**src/hdl/hrhp_pkg.sv**
```systemverilog
// shared types, constants and match helpers for the http response header parser
`default_nettype none

package hrhp_pkg;

   // parsing phase of the response
   typedef enum logic [3:0] {
      PH_SL_SPACE  = 4'd0,
      PH_PROTOCOL  = 4'd1,
      PH_ST_SPACE  = 4'd2,
      PH_STATUS    = 4'd3,
      PH_REASON    = 4'd4,
      PH_SL_LF     = 4'd5,
      PH_HDR_SPACE = 4'd6,
      PH_NAME      = 4'd7,
      PH_VAL_SPACE = 4'd8,
      PH_VALUE     = 4'd9,
      PH_HDR_LF    = 4'd10,
      PH_SEP_LF    = 4'd11,
      PH_BODY      = 4'd12,
      PH_ERROR     = 4'd13
   } phase_type;

   // item kind on the request channel
   typedef enum logic {
      KIND_DATA    = 1'b0,
      KIND_RESTART = 1'b1
   } kind_type;

   // tag given to each byte
   typedef enum logic [2:0] {
      CLS_DELIM    = 3'd0,
      CLS_PROTOCOL = 3'd1,
      CLS_STATUS   = 3'd2,
      CLS_REASON   = 3'd3,
      CLS_NAME     = 3'd4,
      CLS_VALUE    = 3'd5,
      CLS_BODY     = 3'd6,
      CLS_DROP     = 3'd7
   } byte_class_type;

   // known header names
   typedef enum logic [1:0] {
      HDR_OTHER          = 2'd0,
      HDR_CONTENT_LENGTH = 2'd1,
      HDR_CONTENT_TYPE   = 2'd2,
      HDR_LAST_MODIFIED  = 2'd3
   } hdr_id_type;

   // latched error codes
   typedef enum logic [1:0] {
      ERR_NONE  = 2'd0,
      ERR_PROTO = 2'd1,
      ERR_NO_LF = 2'd2
   } err_type;

   typedef struct packed {
      kind_type    kind;
      logic [7:0]  data_byte;
   } req_type;

   typedef struct packed {
      logic [7:0]     byte_out;
      byte_class_type byte_class;
      hdr_id_type     header_id;
      logic           status_200;
      err_type        error_code;
   } rsp_type;

   // special characters
   localparam logic [7:0] CH_SP    = 8'h20;
   localparam logic [7:0] CH_COLON = 8'h3A;
   localparam logic [7:0] CH_CR    = 8'h0D;
   localparam logic [7:0] CH_LF    = 8'h0A;

   localparam logic [3:0] POS_MAX = 4'd15;

   // tokens to match
   localparam logic [3:0]       PROTO_LEN = 4'd8;
   localparam logic [0:7][7:0]  PROTO_STR = "HTTP/1.0";
   localparam logic [3:0]       OK_LEN    = 4'd3;
   localparam logic [0:2][7:0]  OK_STR    = "200";

   localparam logic [3:0]       CL_LEN  = 4'd14;
   localparam logic [3:0]       CT_LEN  = 4'd12;
   localparam logic [3:0]       LM_LEN  = 4'd13;
   localparam logic [0:13][7:0] NAME_CL = "Content-Length";
   localparam logic [0:13][7:0] NAME_CT = {"Content-Type", 16'h0000};
   localparam logic [0:13][7:0] NAME_LM = {"Last-Modified", 8'h00};

   // position counter step, saturating
   function automatic logic [3:0] pos_step(input logic [3:0] pos);
      logic [3:0] nxt;
      nxt = (pos == POS_MAX) ? POS_MAX : pos + 4'd1;
      return nxt;
   endfunction

   // byte does not continue the protocol token at this position
   function automatic logic proto_miss(input logic [3:0] pos, input logic [7:0] b);
      logic miss;
      miss = 1'b1;
      if (pos < PROTO_LEN) begin
         miss = (b != PROTO_STR[pos[2:0]]);
      end
      return miss;
   endfunction

   // byte does not continue the status token "200" at this position
   function automatic logic ok_miss(input logic [3:0] pos, input logic [7:0] b);
      logic miss;
      miss = 1'b1;
      if (pos < OK_LEN) begin
         miss = (b != OK_STR[pos[1:0]]);
      end
      return miss;
   endfunction

   // byte does not continue known header name idx at this position
   function automatic logic name_miss(input logic [1:0] idx, input logic [3:0] pos,
                                      input logic [7:0] b);
      logic miss;
      miss = 1'b1;
      case (idx)
         2'd0: if (pos < CL_LEN) miss = (b != NAME_CL[pos]);
         2'd1: if (pos < CT_LEN) miss = (b != NAME_CT[pos]);
         2'd2: if (pos < LM_LEN) miss = (b != NAME_LM[pos]);
         default: miss = 1'b1;
      endcase
      return miss;
   endfunction

   // known header that the name so far spells exactly
   function automatic hdr_id_type name_exact(input logic [2:0] flags, input logic [3:0] pos);
      hdr_id_type id;
      id = HDR_OTHER;
      if (flags[0] && pos == CL_LEN) id = HDR_CONTENT_LENGTH;
      else if (flags[1] && pos == CT_LEN) id = HDR_CONTENT_TYPE;
      else if (flags[2] && pos == LM_LEN) id = HDR_LAST_MODIFIED;
      return id;
   endfunction

endpackage

`default_nettype wire

```
**src/hdl/hrhp_if.sv**
```systemverilog
// valid/ready channel interfaces for request bytes and tagged results
`default_nettype none

interface hrhp_req_if;
   logic       valid;
   logic       ready;
   logic       kind;
   logic [7:0] data_byte;

   modport source (output valid, output kind, output data_byte, input ready);
   modport sink   (input valid, input kind, input data_byte, output ready);
   modport monitor (input valid, input ready, input kind, input data_byte);
endinterface

interface hrhp_rsp_if;
   logic       valid;
   logic       ready;
   logic [7:0] byte_out;
   logic [2:0] byte_class;
   logic [1:0] header_id;
   logic       status_200;
   logic [1:0] error_code;

   modport source (output valid, output byte_out, output byte_class, output header_id,
                   output status_200, output error_code, input ready);
   modport sink   (input valid, input byte_out, input byte_class, input header_id,
                   input status_200, input error_code, output ready);
   modport monitor (input valid, input ready, input byte_out, input byte_class,
                    input header_id, input status_200, input error_code);
endinterface

`default_nettype wire

```
**src/hdl/hrhp_in_reg.sv**
```systemverilog
// input register stage holding one request item
`default_nettype none

module hrhp_in_reg (
   input  wire logic             clock,
   input  wire logic             reset,
   input  wire logic             in_valid,
   output logic                  in_ready,
   input  wire hrhp_pkg::req_type in_item,
   output logic                  out_valid,
   input  wire logic             out_ready,
   output hrhp_pkg::req_type     out_item
);

   logic              valid_ff;
   logic              valid_in;
   hrhp_pkg::req_type item_ff;

   // take a new item when empty or whenever the held one moves on
   assign in_ready  = !valid_ff || out_ready;
   assign valid_in  = in_ready ? in_valid : valid_ff;
   assign out_valid = valid_ff;
   assign out_item  = item_ff;

   // valid flag
   always_ff @(posedge clock) begin
      if (reset) begin
         valid_ff <= 1'b0;
      end else begin
         valid_ff <= valid_in;
      end
   end

   // payload
   always_ff @(posedge clock) begin
      if (in_ready && in_valid) begin
         item_ff <= in_item;
      end
   end

endmodule

`default_nettype wire

```
**src/hdl/hrhp_parse.sv**
```systemverilog
// byte parser state and per-byte tagging logic
`default_nettype none

module hrhp_parse (
   input  wire logic              clock,
   input  wire logic              reset,
   input  wire logic              step,
   input  wire hrhp_pkg::req_type item,
   output hrhp_pkg::rsp_type      result
);

   hrhp_pkg::phase_type  phase_ff, phase_in;
   logic [3:0]           tok_pos_ff, tok_pos_in;
   logic                 tok_mis_ff, tok_mis_in;
   logic [3:0]           name_pos_ff, name_pos_in;
   logic [2:0]           name_flags_ff, name_flags_in;
   hrhp_pkg::hdr_id_type cur_hdr_ff, cur_hdr_in;
   logic                 status_good_ff, status_good_in;
   hrhp_pkg::err_type    err_ff, err_in;

   logic [7:0]           b;
   logic [2:0]           first_flags;
   logic [2:0]           feed_flags;
   logic [3:0]           name_pos_next;
   logic                 tok_ok_proto;
   logic                 tok_ok_status;

   assign b = item.data_byte;

   // name match flags after one more byte, from a fresh name or the current one
   always_comb begin
      for (int i = 0; i < 3; i++) begin
         first_flags[i] = !hrhp_pkg::name_miss(2'(i), 4'd0, b);
         feed_flags[i]  = name_flags_ff[i] && !hrhp_pkg::name_miss(2'(i), name_pos_ff, b);
      end
   end

   assign name_pos_next = hrhp_pkg::pos_step(name_pos_ff);
   assign tok_ok_proto  = !tok_mis_ff && (tok_pos_ff == hrhp_pkg::PROTO_LEN);
   assign tok_ok_status = !tok_mis_ff && (tok_pos_ff == hrhp_pkg::OK_LEN);

   // next state and tagged result
   always_comb begin
      phase_in       = phase_ff;
      tok_pos_in     = tok_pos_ff;
      tok_mis_in     = tok_mis_ff;
      name_pos_in    = name_pos_ff;
      name_flags_in  = name_flags_ff;
      cur_hdr_in     = cur_hdr_ff;
      status_good_in = status_good_ff;
      err_in         = err_ff;

      result.byte_out   = b;
      result.byte_class = hrhp_pkg::CLS_DELIM;
      result.header_id  = hrhp_pkg::HDR_OTHER;

      if (item.kind == hrhp_pkg::KIND_RESTART) begin
         phase_in          = hrhp_pkg::PH_SL_SPACE;
         tok_pos_in        = 4'd0;
         tok_mis_in        = 1'b0;
         name_pos_in       = 4'd0;
         name_flags_in     = 3'b111;
         cur_hdr_in        = hrhp_pkg::HDR_OTHER;
         status_good_in    = 1'b0;
         err_in            = hrhp_pkg::ERR_NONE;
         result.byte_out   = 8'h00;
         result.byte_class = hrhp_pkg::CLS_DROP;
      end else begin
         unique case (phase_ff) inside
            hrhp_pkg::PH_SL_SPACE: begin
               if (b != hrhp_pkg::CH_SP) begin
                  tok_pos_in        = 4'd1;
                  tok_mis_in        = hrhp_pkg::proto_miss(4'd0, b);
                  result.byte_class = hrhp_pkg::CLS_PROTOCOL;
                  phase_in          = hrhp_pkg::PH_PROTOCOL;
               end
            end
            hrhp_pkg::PH_PROTOCOL: begin
               if (b == hrhp_pkg::CH_SP) begin
                  if (tok_ok_proto) begin
                     tok_pos_in = 4'd0;
                     tok_mis_in = 1'b0;
                     phase_in   = hrhp_pkg::PH_ST_SPACE;
                  end else begin
                     err_in   = hrhp_pkg::ERR_PROTO;
                     phase_in = hrhp_pkg::PH_ERROR;
                  end
               end else begin
                  tok_mis_in        = tok_mis_ff | hrhp_pkg::proto_miss(tok_pos_ff, b);
                  tok_pos_in        = hrhp_pkg::pos_step(tok_pos_ff);
                  result.byte_class = hrhp_pkg::CLS_PROTOCOL;
               end
            end
            hrhp_pkg::PH_ST_SPACE: begin
               if (b != hrhp_pkg::CH_SP) begin
                  tok_pos_in        = 4'd1;
                  tok_mis_in        = hrhp_pkg::ok_miss(4'd0, b);
                  result.byte_class = hrhp_pkg::CLS_STATUS;
                  phase_in          = hrhp_pkg::PH_STATUS;
               end
            end
            hrhp_pkg::PH_STATUS: begin
               if (b == hrhp_pkg::CH_SP) begin
                  status_good_in = tok_ok_status;
                  phase_in       = hrhp_pkg::PH_REASON;
               end else begin
                  tok_mis_in        = tok_mis_ff | hrhp_pkg::ok_miss(tok_pos_ff, b);
                  tok_pos_in        = hrhp_pkg::pos_step(tok_pos_ff);
                  result.byte_class = hrhp_pkg::CLS_STATUS;
               end
            end
            hrhp_pkg::PH_REASON: begin
               if (b == hrhp_pkg::CH_CR) begin
                  phase_in = hrhp_pkg::PH_SL_LF;
               end else begin
                  result.byte_class = hrhp_pkg::CLS_REASON;
               end
            end
            hrhp_pkg::PH_SL_LF, hrhp_pkg::PH_HDR_LF: begin
               if (b == hrhp_pkg::CH_LF) begin
                  phase_in = hrhp_pkg::PH_HDR_SPACE;
               end else begin
                  err_in            = hrhp_pkg::ERR_NO_LF;
                  phase_in          = hrhp_pkg::PH_ERROR;
                  result.byte_class = hrhp_pkg::CLS_DROP;
               end
            end
            hrhp_pkg::PH_HDR_SPACE: begin
               if (b == hrhp_pkg::CH_CR) begin
                  phase_in = hrhp_pkg::PH_SEP_LF;
               end else if (b != hrhp_pkg::CH_SP) begin
                  name_pos_in       = 4'd1;
                  name_flags_in     = first_flags;
                  result.byte_class = hrhp_pkg::CLS_NAME;
                  result.header_id  = hrhp_pkg::name_exact(first_flags, 4'd1);
                  phase_in          = hrhp_pkg::PH_NAME;
               end
            end
            hrhp_pkg::PH_NAME: begin
               if (b == hrhp_pkg::CH_COLON) begin
                  cur_hdr_in       = hrhp_pkg::name_exact(name_flags_ff, name_pos_ff);
                  result.header_id = cur_hdr_in;
                  phase_in         = hrhp_pkg::PH_VAL_SPACE;
               end else begin
                  name_flags_in     = feed_flags;
                  name_pos_in       = name_pos_next;
                  result.byte_class = hrhp_pkg::CLS_NAME;
                  result.header_id  = hrhp_pkg::name_exact(feed_flags, name_pos_next);
               end
            end
            hrhp_pkg::PH_VAL_SPACE, hrhp_pkg::PH_VALUE: begin
               if (b == hrhp_pkg::CH_CR) begin
                  phase_in = hrhp_pkg::PH_HDR_LF;
               end else if (b != hrhp_pkg::CH_SP || phase_ff == hrhp_pkg::PH_VALUE) begin
                  result.byte_class = hrhp_pkg::CLS_VALUE;
                  result.header_id  = cur_hdr_ff;
                  phase_in          = hrhp_pkg::PH_VALUE;
               end
            end
            hrhp_pkg::PH_SEP_LF: begin
               if (b == hrhp_pkg::CH_LF) begin
                  phase_in = hrhp_pkg::PH_BODY;
               end else begin
                  err_in            = hrhp_pkg::ERR_NO_LF;
                  phase_in          = hrhp_pkg::PH_ERROR;
                  result.byte_class = hrhp_pkg::CLS_DROP;
               end
            end
            hrhp_pkg::PH_BODY: begin
               result.byte_class = hrhp_pkg::CLS_BODY;
            end
            default: begin
               result.byte_class = hrhp_pkg::CLS_DROP;
            end
         endcase
      end

      result.status_200 = status_good_in;
      result.error_code = err_in;
   end

   // parser state, updated as each item moves to the result register
   always_ff @(posedge clock) begin
      if (reset) begin
         phase_ff       <= hrhp_pkg::PH_SL_SPACE;
         tok_pos_ff     <= 4'd0;
         tok_mis_ff     <= 1'b0;
         name_pos_ff    <= 4'd0;
         name_flags_ff  <= 3'b111;
         cur_hdr_ff     <= hrhp_pkg::HDR_OTHER;
         status_good_ff <= 1'b0;
         err_ff         <= hrhp_pkg::ERR_NONE;
      end else if (step) begin
         phase_ff       <= phase_in;
         tok_pos_ff     <= tok_pos_in;
         tok_mis_ff     <= tok_mis_in;
         name_pos_ff    <= name_pos_in;
         name_flags_ff  <= name_flags_in;
         cur_hdr_ff     <= cur_hdr_in;
         status_good_ff <= status_good_in;
         err_ff         <= err_in;
      end
   end

endmodule

`default_nettype wire

```
**src/hdl/hrhp_out_reg.sv**
```systemverilog
// result register that holds a tagged item until the receiver takes it
`default_nettype none

module hrhp_out_reg (
   input  wire logic              clock,
   input  wire logic              reset,
   input  wire logic              in_valid,
   output logic                   in_ready,
   input  wire hrhp_pkg::rsp_type in_item,
   output logic                   out_valid,
   input  wire logic              out_ready,
   output hrhp_pkg::rsp_type      out_item
);

   logic              valid_ff;
   logic              valid_in;
   hrhp_pkg::rsp_type item_ff;

   // free when empty or when the held item leaves this cycle
   assign in_ready  = !valid_ff || out_ready;
   assign valid_in  = in_ready ? in_valid : valid_ff;
   assign out_valid = valid_ff;
   assign out_item  = item_ff;

   // valid flag
   always_ff @(posedge clock) begin
      if (reset) begin
         valid_ff <= 1'b0;
      end else begin
         valid_ff <= valid_in;
      end
   end

   // payload
   always_ff @(posedge clock) begin
      if (in_ready && in_valid) begin
         item_ff <= in_item;
      end
   end

endmodule

`default_nettype wire

```
**src/hdl/http_response_header_parser_unit.sv**
```systemverilog
// top level of the http/1.0 response header parser
// Usage:
//   req channel: one item per response byte (kind data) or a restart marker
//   (kind restart) that returns the parser to the start of a new response.
//   rsp channel: one tagged item for every request item, in order, carrying
//   the byte, its class, the known header it belongs to, the status flag and
//   the latched error code.
// Path: an accepted item passes the input register, then the result register,
//   where it shows on rsp and waits until the receiver takes it.
// Throughput: one item per cycle while rsp is not stalled; the parser state
//   machine decides a byte combinationally between the two registers.
// Reset: synchronous; both registers empty and the parser returns to the
//   start of a status line, same as after a restart item.
// Stall: while rsp is held off the result waits in its register and the
//   input register still accepts one more item; after that req_ready drops
//   until the result is taken.
`default_nettype none

module http_response_header_parser_unit (
   input  wire logic  clock,
   input  wire logic  reset,
   hrhp_req_if.sink   req,
   hrhp_rsp_if.source rsp
);

   hrhp_pkg::req_type req_item;
   hrhp_pkg::req_type s1_item;
   hrhp_pkg::rsp_type parse_result;
   hrhp_pkg::rsp_type rsp_item;
   logic              s1_valid;
   logic              s1_ready;
   logic              step;

   assign req_item.kind      = hrhp_pkg::kind_type'(req.kind);
   assign req_item.data_byte = req.data_byte;

   // input register
   hrhp_in_reg u_in_reg (
      .clock     (clock),
      .reset     (reset),
      .in_valid  (req.valid),
      .in_ready  (req.ready),
      .in_item   (req_item),
      .out_valid (s1_valid),
      .out_ready (s1_ready),
      .out_item  (s1_item)
   );

   // parser advances when the held item moves to the result register
   assign step = s1_valid && s1_ready;

   hrhp_parse u_parse (
      .clock  (clock),
      .reset  (reset),
      .step   (step),
      .item   (s1_item),
      .result (parse_result)
   );

   // result register
   hrhp_out_reg u_out_reg (
      .clock     (clock),
      .reset     (reset),
      .in_valid  (s1_valid),
      .in_ready  (s1_ready),
      .in_item   (parse_result),
      .out_valid (rsp.valid),
      .out_ready (rsp.ready),
      .out_item  (rsp_item)
   );

   assign rsp.byte_out   = rsp_item.byte_out;
   assign rsp.byte_class = rsp_item.byte_class;
   assign rsp.header_id  = rsp_item.header_id;
   assign rsp.status_200 = rsp_item.status_200;
   assign rsp.error_code = rsp_item.error_code;

endmodule

`default_nettype wire

```
**src/flat_wrapper.sv**
```systemverilog
// flat-port wrapper written by rule: the top's interface ports become plain ports
module http_response_header_parser_unit_flat 
  (clock, reset, req_valid, req_kind, req_data_byte, req_ready, rsp_valid, rsp_byte_out, rsp_byte_class, rsp_header_id, rsp_status_200, rsp_error_code, rsp_ready);
  hrhp_req_if req_i ();
  hrhp_rsp_if rsp_i ();
  input  wire logic clock;
  input  wire logic reset;
  input wire logic [$bits(req_i.valid)-1:0] req_valid;
  input wire logic [$bits(req_i.kind)-1:0] req_kind;
  input wire logic [$bits(req_i.data_byte)-1:0] req_data_byte;
  output wire logic [$bits(req_i.ready)-1:0] req_ready;
  output wire logic [$bits(rsp_i.valid)-1:0] rsp_valid;
  output wire logic [$bits(rsp_i.byte_out)-1:0] rsp_byte_out;
  output wire logic [$bits(rsp_i.byte_class)-1:0] rsp_byte_class;
  output wire logic [$bits(rsp_i.header_id)-1:0] rsp_header_id;
  output wire logic [$bits(rsp_i.status_200)-1:0] rsp_status_200;
  output wire logic [$bits(rsp_i.error_code)-1:0] rsp_error_code;
  input wire logic [$bits(rsp_i.ready)-1:0] rsp_ready;
  assign req_i.valid = req_valid;
  assign req_i.kind = req_kind;
  assign req_i.data_byte = req_data_byte;
  assign req_ready = req_i.ready;
  assign rsp_valid = rsp_i.valid;
  assign rsp_byte_out = rsp_i.byte_out;
  assign rsp_byte_class = rsp_i.byte_class;
  assign rsp_header_id = rsp_i.header_id;
  assign rsp_status_200 = rsp_i.status_200;
  assign rsp_error_code = rsp_i.error_code;
  assign rsp_i.ready = rsp_ready;
  http_response_header_parser_unit u_core (.clock(clock), .reset(reset), .req(req_i), .rsp(rsp_i));
endmodule
```
**config.mk**
```make
export PLATFORM = sky130hd
export DESIGN_NAME = http_response_header_parser_unit_flat
export DESIGN_NICKNAME = d
export VERILOG_FILES = /design/src/hdl/hrhp_pkg.sv /design/src/hdl/hrhp_if.sv /design/src/hdl/hrhp_in_reg.sv /design/src/hdl/hrhp_parse.sv /design/src/hdl/hrhp_out_reg.sv /design/src/hdl/http_response_header_parser_unit.sv /design/src/flat_wrapper.sv
export SDC_FILE = /design/constraint.sdc
export NUM_CORES = 1
export LEC_CHECK = 0
export BUFFER_PORTS_ARGS = -buffer_cell sky130_fd_sc_hd__clkbuf_2
export CAP_MARGIN = 25
export CORE_MARGIN = 3
export CORE_UTILIZATION = 55
export CTS_CLUSTER_SIZE = 28
export DETAILED_ROUTE_END_ITERATION = 6
export GPL_ROUTABILITY_DRIVEN = 0
export MAX_ROUTING_LAYER = met4
export PLACE_DENSITY = 0.77
export SLEW_MARGIN = 0
export SYNTH_ARGS = -nofsm -noshare
export SYNTH_HDL_FRONTEND = slang
export SYNTH_SLANG_ARGS = --single-unit
```
**constraint.sdc**
```tcl
create_clock -name clock -period 2.6 [get_ports clock]
set_input_delay 0.52 -clock clock [delete_from_list [all_inputs] [get_ports clock]]
set_output_delay 0.52 -clock clock [all_outputs]
set_load 0.1 [all_outputs]
```
==> key figures, run 1 <==
Run status
  – Status: complete, no violations

Yosys
  – Mean Syn Cell Area: 8.472 um^2
  – Post-synth ARST share: 0%
  – Syn nets: 454
  – Number of synthesized flops with an enable pin: 25
  – Cell area after synthesis: 3626 um^2
  – Seq/Total Area, Yosys: 33.40%
  – Top_reg_cell synth: edfxtp_1
  – Syn. warnings: 0
  – Most frequent cell after synthesis: nor2_1
  – Post-synth top area cell: edfxtp_1
  – FF+latch count, synth: 48
  – Share of the synthesized area in the top cell type: 20.70%
  – Top cells by area, synth: edfxtp_1 (21%), dfxtp_1 (13%), ha_1 (4.5%), nor2_1 (3.7%), a21oi_1 (3.5%)
  – Netlist cell types: 73
  – Top cells by count, synth: nor2_1 (36), nand2_1 (27), clkbuf_1 (26)
  – Cell count after synthesis: 428

Timing
  – Tmin final: 2.519 ns
  – Final Cycle Share: 96.89%
  – Peak Freq: 0.3969 GHz
  – Setup TNS: 0 ns
  – Final hold vios: 0
  – Max-slew violation count: 0
  – Worst slew pin tran: 0.5425 ns
  – RSZ-0062 raised after global routing: no
  – Final setup fails: 0
  – Rel. slew slack: 63.78%
  – Clock skew: 0.009985 ns

Clock network
  – Clk slew on worst S/H paths: 0.10 ns
  – CTS root buffer: clkbuf_8
  – CTS tree: built
  – Clock Tree Buf Depth: 2
  – Clk Latency, worst-skew pair: 0.30 ns
  – Inserted Clock Buffers: 5
  – Setup Fix Bufs, Post-CTS: 0
  – H-tree depth: 2
  – Num Clock Sinks: 48

Global routing
  – GRT overflow: 0
  – First-pass GRT wire length: 15590 um
  – Vias in the first global route: 3225
  – Initial antenna violation count: 0
  – Global Route Usage Sum: 26.40%
  – Largest net degree at the start of global routing: 24

Critical path
  – Critical Path RT: 2.76 ns
  – Critical path arrival: 2.68 ns
  – Nature of the critical path endpoint: register
  – Critical path class: reg -> reg
  – Cell Chain, Critical Path: buf_4, ha_1, mux2_2, nor2_1, o211ai_1, or3b_2, or4b_1, a31oi_1
  – Slowest stage delay, CP: 0.51 ns
  – Crit-path slowest cell: or4b_1
  – Worst-path maximum fanout: 14
  – Startpoint type of the worst setup path: register
  – R2R Setup Slk: 0.08 ns

Die
  – Starting Density: 58.81%
  – Die area: 7603 um^2
  – Chip Width: 87.20 um
  – Die height: 87.20 um
  – Core Region: 6166 um^2
  – # IOs: 31
  – Cell Rows: 28

Pwr
  – PD cells: 388.6 nW/um^2
  – Max VDD drop: 362.6 uV
  – P_leak: 0.001523 uW

Finish
  – # diodes: 0
  – Area Growth Syn to Fin: 13.60%
  – Final net count: 496
  – Layout cells sized above 1: 19.75%
  – Core Util, Final: 66.80%
  – Final std cells w/o fill: 546

Drt
  – Post-route ant nets: 0
  – Routed WL: 9503 um
  – Vias after detailed routing: 3485
  – Via/cell ratio: 6.383
  – Initial DRC count: 278
  – Number of remaining DRC errors: 0
  – Drt wl/cell: 17.40 um
  – DRT Pass-1 Iters: 7

Place
  – DP HPWL: 7014 um
  – Placed cell count: 538
  – Number of port buffers: 30

Hold path
  – Type of the tightest min-delay check: in -> reg

Flow run
  – Max-cap violation count: 0
-- placed cells by master (no fill, tap or decap), types with 4 or more instances in the layout --
| cell type | instances |
|---|---|
| mux2_2 | 4 |
| and2_1 | 5 |
| nand2b_1 | 15 |
| clkbuf_8 | 5 |
| o31ai_1 | 4 |
| buf_4 | 38 |
| o21ai_0 | 14 |
| nor2_1 | 36 |
| nand2_1 | 27 |
| nor2b_1 | 14 |
| edfxtp_1 | 25 |
| nand3_1 | 10 |
| a31oi_1 | 9 |
| xor2_1 | 7 |
| nor4_1 | 14 |
| or3_1 | 6 |
| clkbuf_2 | 30 |
| nor3_1 | 13 |
| nand4_1 | 8 |
| mux2i_1 | 10 |
| ha_1 | 12 |
| inv_1 | 21 |
| o211ai_1 | 4 |
| a22oi_1 | 4 |
| xnor2_1 | 10 |
| dfxtp_1 | 21 |
| a21oi_1 | 25 |
| a211oi_1 | 8 |
-- layer usage --
| layer | global-route usage, % | vias up | wire [um] |
|---|---|---|---|
| met1 | 35.84 | 1620 | 4242 |
| li1 | - | 1656 | - |
| met4 | 6.276 | 0 | 137 |
| met3 | 3.406 | 17 | 795 |
| met5 | - | - | 0 |
| met2 | 42.03 | 192 | 4327 |
-- state kept, by name (all words and copies together) (netlist names) --
signal                         flops
u_core.u_in_reg.out_item           9
u_core.u_in_reg.out_valid          1
u_core.u_out_reg.out_item         16
u_core.u_out_reg.out_valid         1
u_core.u_parse.cur_hdr_ff          2
u_core.u_parse.err_ff              2
u_core.u_parse.name_flags_ff       3
u_core.u_parse.name_pos_ff         4
u_core.u_parse.phase_ff            4
u_core.u_parse.status_good_ff      1
u_core.u_parse.tok_mis_ff          1
u_core.u_parse.tok_pos_ff          4
-- area by class of cell --
type | instances | area [um^2]
clock inverter | 2 | 16.27
clock buffer | 6 | 72.57
inverter | 21 | 78.83
fill | 518 | 2047
multi-input combinational | 326 | 2208
tap | 75 | 93.84
timing repair buffer | 68 | 435.4
sequential | 48 | 1214
-- power by group --
part / switching (uW) / internal, uW / leakage [uW]
combinational: 207 / 90.6 / 0.00106
clock: 265 / 192 / 0.0000414
sequential: 22.1 / 824 / 0.000423
-- what timing repair did --
| action | 4_1_cts | 5_1_grt |
|---|---|---|
| resized for setup | 0 | 3 |
| endpoints found under the hold margin | 0 | 0 |
| hold buffers | 0 | 0 |
| setup endpoints to repair | 0 | 2 |
-- worst max-delay path, delay by kind of cell, from the launching register on --
family          cells  cell delay (ns)
simple gates        3             1.06
buf+inv             1             0.18
compound gates      2             0.29
fa+ha+maj           1             0.22
flops               1             0.32
mux                 1             0.29
-- metrics by stage --
stage	setup slack [ns]	hold WS, ns	total power (uW)	cell area [um^2]
after CTS	0.07040	0.3890	1607	4105
final	0.08078	0.3933	1601	4119
after global placement	0.1521	0.4454	1149	4016
after global routing	0.001318	0.3798	1664	4119
after detailed placement	0.1017	0.4632	1155	4016
after floorplan	0.0002991	0.4329	1075	3628
-- cells by family (layout without fill, tap and decap cells) --
group                    after synthesis  count (layout)  share of synthesized area (%)
AND/OR/NAND/NOR                      175             175                          26.88
AO/OA/AOI/OAI                        106             106                          20.67
flip-flops                            48              48                          33.40
multiplexers                          15              15                          4.417
adder cells (fa/ha/maj)               13              13                          4.486
XOR/XNOR                              17              17                          4.106
buffers and inverters                 54              97                          6.038
-- worst paths after layout --
| path | cells past startpoint | endpoint | startpoint |
|---|---|---|---|
| worst max-delay path | 8 | u_core.u_out_reg.out_item[3] | u_core.u_parse.name_pos_ff[0] |
| worst min-delay path | 1 | u_core.u_in_reg.out_item[7] | req_data_byte[7] |
| worst max register to register | 8 | u_core.u_out_reg.out_item[3] | u_core.u_parse.name_pos_ff[0] |
| worst min register to register | 2 | u_core.u_parse.status_good_ff | u_core.u_parse.status_good_ff |
No activity file was read; power rests on OpenSTA's default activity.
==> run 2, diff against run 1 <==
Settings changed: CORE_UTILIZATION 55 to 45, PLACE_DENSITY 0.77 to 0.65.
==> run 2 against run 1 <==
Cell area up 2.5%. Clock-buffer cell count down 1. Global-route usage down 3.3 points. Combinational power about the same. Via count down 0.63%. Sequential cell count unchanged. Non-clock buffer count up 2. First-iteration DRC count down 27%. Clock skew about the same. Largest cell class unchanged.
==> key figures, run 2 (synthesis results as in run 1) <==
Finish
  – Max reg flops: 16
  – Layout cells sized above 1: 21.35%
  – Core Util, Final: 54.35%
  – Most common cell after layout, fill and taps aside: buf_4
  – Final std cells w/o fill: 575
  – Post-route cell area: 4222 um^2
  – Most frequent cells in the layout: buf_4 (39), nor2_1 (36), clkbuf_2 (30)
  – # diodes: 0
  – Area Growth Syn to Fin: 16.43%
  – Final net count: 498

Global routing
  – Initial antenna violation count: 0
  – Vias in the first global route: 3233
  – First-pass GRT wire length: 16120 um
  – GRT overflow: 0
  – Global Route Usage Sum: 23.05%
  – Largest net degree at the start of global routing: 24

Timing
  – Setup TNS: 0 ns
  – Max-slew violation count: 0
  – Worst slew pin tran: 0.5449 ns
  – Final hold vios: 0
  – Final Cycle Share: 94.85%
  – Peak Freq: 0.4055 GHz
  – Clock skew: 0.009852 ns
  – Rel. slew slack: 63.83%
  – Final setup fails: 0
  – Tmin final: 2.466 ns

Die
  – Die area: 9171 um^2
  – Core Region: 7767 um^2
  – # IOs: 31
  – Chip Width: 95.77 um
  – Cell Rows: 32
  – Starting Density: 46.68%
  – Die height: 95.77 um

Critical path
  – Slowest stage delay, CP: 0.67 ns
  – Worst path bufs/invs: 2
  – Crit-path slowest cell: or4b_2
  – Top delay family on crit path: simple AND/OR/NAND/NOR gates
  – Worst Setup SP: u_core.u_parse.name_pos_ff[0]
  – Startpoint type of the worst setup path: register
  – Worst-path maximum fanout: 3
  – Critical R2R Launch: u_core.u_parse.name_pos_ff[0]
  – Critical path arrival: 2.71 ns
  – Nature of the critical path endpoint: register
  – Cell Chain, Critical Path: inv_1, buf_4, ha_1, mux2_4, mux2i_2, xor2_1, nand2_1, or4b_2, a31oi_1
  – Critical Path RT: 2.85 ns
  – Critical path class: reg -> reg

Hold path
  – Type of the tightest min-delay check: in -> reg
  – Min-delay src: req_data_byte[2]

Clock network
  – Post-CTS Hold Buffers: 0
  – CTS tree: built
  – Num Clock Sinks: 48
  – Clk Latency, worst-skew pair: 0.31 ns
  – Post-CTS Resized: 0
  – CTS root buffer: clkbuf_8
  – Inserted Clock Buffers: 5
  – Clock Tree Buf Depth: 2
  – Setup Fix Bufs, Post-CTS: 0
  – Clk slew on worst S/H paths: 0.10 ns
  – H-tree depth: 2

Place
  – DP HPWL: 7359 um
  – Number of port buffers: 30
  – DP Area: 4065 um^2
  – Placed cell count: 567

Drt
  – Number of remaining DRC errors: 0
  – Post-route ant nets: 0
  – Vias after detailed routing: 3463
  – Routed WL: 9903 um
  – Initial DRC count: 203
  – DRT Pass-1 Iters: 5
  – Drt wl/cell: 17.22 um
  – Via/cell ratio: 6.023

Flow run
  – Max-cap violation count: 0

Pwr
  – P_leak: 0.001545 uW
  – Max VDD drop: 227.8 uV
  – Overall Power: 1695 uW
  – PD cells: 401.5 nW/um^2

Run status
  – Status: complete, no violations
[run 2: path summary, 6_finish.rpt]
kind / end / depth (start not counted) / slack [ns]
hold reg to reg: u_core.u_parse.status_good_ff / 2 / 0.48
setup / recovery: u_core.u_parse.name_flags_ff[0] / 9 / 0.13
setup reg to reg: u_core.u_parse.name_flags_ff[0] / 9 / 0.13
hold / removal: u_core.u_in_reg.out_item[2] / 1 / 0.38
[run 2: layer usage]
| metal | share of wire [%] | GRT usage (%) | vias up |
|---|---|---|---|
| met3 | 7.1 | 2.893 | 13 |
| met1 | 46 | 32.13 | 1623 |
| met2 | 46 | 35.09 | 153 |
| li1 | - | - | 1674 |
| met4 | 1.3 | 6.872 | 0 |
| met5 | 0 | - | - |
[run 2: area by class of cell]
type                            instances  area, um^2
Fill cell                             740        3546
Multi-Input combinational cell        326        2235
Sequential cell                        48        1215
Timing Repair Buffer                   70       454.2
Tap cell                              102       127.6
Inverter                               21       78.83
Clock buffer                            5       68.82
Clock inverter                          3       42.54
[run 2: where the power goes]
group	switching, uW	internal, uW	leakage (uW)
clock	265	285	0.0000558
sequential	22.0	824	0.000424
combinational	208	90.8	0.00107
total	495	1200	0.00155
[run 2: metrics by stage]
stage / setup WS (ns) / hold slack, ns
after floorplan: 0.0002991 / 0.4329
after global placement: 0.1603 / 0.4436
after detailed placement: 0.1367 / 0.4598
after CTS: 0.09909 / 0.3782
after global routing: -0.01923 / 0.3790
final: 0.1338 / 0.3846
==> run 3, diff against run 2 <==
Settings changed: CTS_BUF_LIST from default to sky130_fd_sc_hd__clkbuf_16.
==> run 3 against run 2 <==
Clock skew about the same. Utilization is 0.69 points higher. Wire length is 0.41% higher. Total power up 12%. Register-to-register slack got worse by 0.03 ns. Via count increased by 0.46%. Non-clock buffer count stayed put. Fmax down 1.0%. Final cell count did not move. Largest power group unchanged. Largest cell class unchanged. Highest routed layer unchanged.
==> key figures, run 3 (synthesis results as in run 1) <==
Die
  – Die area: 9171 um^2
  – # IOs: 31
  – Die height: 95.77 um
  – Chip Width: 95.77 um
  – Core Region: 7767 um^2
  – Starting Density: 46.68%
  – Cell Rows: 32

Clock network
  – Clk slew on worst S/H paths: 0.07 ns
  – CTS tree: built
  – Post-CTS Resized: 0
  – CTS root buffer: clkbuf_16
  – Inserted Clock Buffers: 5
  – Clk Latency, worst-skew pair: 0.29 ns
  – H-tree depth: 2
  – Num Clock Sinks: 48
  – Clock Tree Buf Depth: 2
  – Setup Fix Bufs, Post-CTS: 0
  – Post-CTS Hold Buffers: 0

Drt
  – Drt wl/cell: 17.29 um
  – Via/cell ratio: 6.050
  – Routed WL: 9944 um
  – Post-route ant nets: 0
  – DRT Pass-1 Iters: 5
  – Vias after detailed routing: 3479
  – Initial DRC count: 181
  – Number of remaining DRC errors: 0

Timing
  – Clock skew: 0.01014 ns
  – WHS: 0.4049 ns
  – Tmin final: 2.492 ns
  – Peak Freq: 0.4013 GHz
  – Setup TNS: 0 ns
  – Final hold vios: 0
  – RSZ-0062 raised after global routing: no
  – Rel. slew slack: 63.83%
  – Final Cycle Share: 95.85%
  – Final setup fails: 0
  – Worst slew pin tran: 0.5449 ns
  – Max-slew violation count: 0

Critical path
  – Cell Chain, Critical Path: buf_6, ha_1, mux2_2, nor2_1, o211ai_1, or3b_2, or4b_4, a31oi_1
  – Slowest stage delay, CP: 0.52 ns
  – Critical path class: reg -> reg
  – Worst-path maximum fanout: 14
  – Crit-path slowest cell: or4b_4
  – Worst Setup SP: u_core.u_parse.name_pos_ff[0]
  – Worst reg2reg path depth: 8
  – CP endpoint: u_core.u_out_reg.out_item[3]
  – Crit Reg-Reg Endpoint: u_core.u_out_reg.out_item[3]
  – R2R Setup Slk: 0.11 ns
  – Critical path arrival: 2.64 ns
  – Startpoint type of the worst setup path: register
  – Critical R2R Launch: u_core.u_parse.name_pos_ff[0]
  – Critical Path RT: 2.75 ns
  – Nature of the critical path endpoint: register

Global routing
  – Met3 usage: 3.284%
  – GRT met1 Usage: 31.77%
  – GRT overflow: 0
  – Global Route met2 Usage: 35.09%
  – Busiest grt layer: met2
  – Initial antenna violation count: 0
  – Vias in the first global route: 3282
  – Global Route Usage Sum: 23.19%
  – Largest net degree at the start of global routing: 24
  – First-pass GRT wire length: 16220 um

Finish
  – # diodes: 0
  – Final net count: 498
  – Fillers: 734
  – Max reg flops: 16
  – Most common cell after layout, fill and taps aside: buf_4
  – Post-route cell area: 4275 um^2
  – Area Growth Syn to Fin: 17.91%
  – Most frequent cells in the layout: buf_4 (39), nor2_1 (36), clkbuf_2 (30)
  – Layout cells sized above 1: 21.56%

Place
  – DP HPWL: 7359 um
  – Number of port buffers: 30
  – DP Area: 4065 um^2

Hold path
  – Hold Path Depth: 1
  – Type of the tightest min-delay check: in -> reg

Run status
  – Status: complete, no violations

Pwr
  – P_leak: 0.001567 uW
  – Max VDD drop: 296.3 uV
  – PD cells: 442.5 nW/um^2
  – Overall Power: 1892 uW

Flow run
  – Max-cap violation count: 0
==> run 3: routing by layer <==
| layer | vias to the layer above | wire, um |
|---|---|---|
| met5 | - | 0 |
| met4 | 0 | 218 |
| met3 | 22 | 626 |
| met2 | 145 | 4470 |
| met1 | 1635 | 4629 |
| li1 | 1677 | - |
==> run 3: layout make-up <==
class,count,area [um^2],area share (%)
sequential,48,1214,28.39
tap,102,127.6,2.985
timing repair buffer,70,454.2,10.62
clock buffer,5,125.1,2.927
inverter,21,78.83,1.844
clock inverter,3,42.54,0.9950
multi-input combinational,326,2233,52.24
==> run 3: worst max-delay path, delay by kind of cell (launching register included) <==
kind / cells / cell delay [ns]
compound gates: 2 / 0.30
fa+ha+maj: 1 / 0.21
simple gates: 3 / 1.08
mux: 1 / 0.28
flops: 1 / 0.33
buf+inv: 1 / 0.15
==> run 3: how the worst min path moves through the flow <==
stage	start	endpoint	slack, ns
global placement	u_core.u_parse.status_good_ff	u_core.u_parse.status_good_ff	0.44
detailed placement	u_core.u_parse.status_good_ff	u_core.u_parse.status_good_ff	0.46
global route	req_data_byte[0]	u_core.u_in_reg.out_item[0]	0.40
CTS	req_data_byte[0]	u_core.u_in_reg.out_item[0]	0.40
floorplan	u_core.u_parse.status_good_ff	u_core.u_parse.status_good_ff	0.43
finish	req_data_byte[2]	u_core.u_in_reg.out_item[2]	0.40
==> run 3: power by group <==
group          switching, uW  internal [uW]
registers               22.1            825
clock network            294            453
logic                    208           90.8
==> run 3: per-stage QoR <==
step	setup WS [ns]	utilization [%]	instances
after floorplan	0.0002991	-	428
after global placement	0.1603	52.34	567
after detailed placement	0.1367	52.34	567
after CTS	0.09803	54.49	575
after global routing	0.01303	55.04	575
final	0.1078	55.04	575
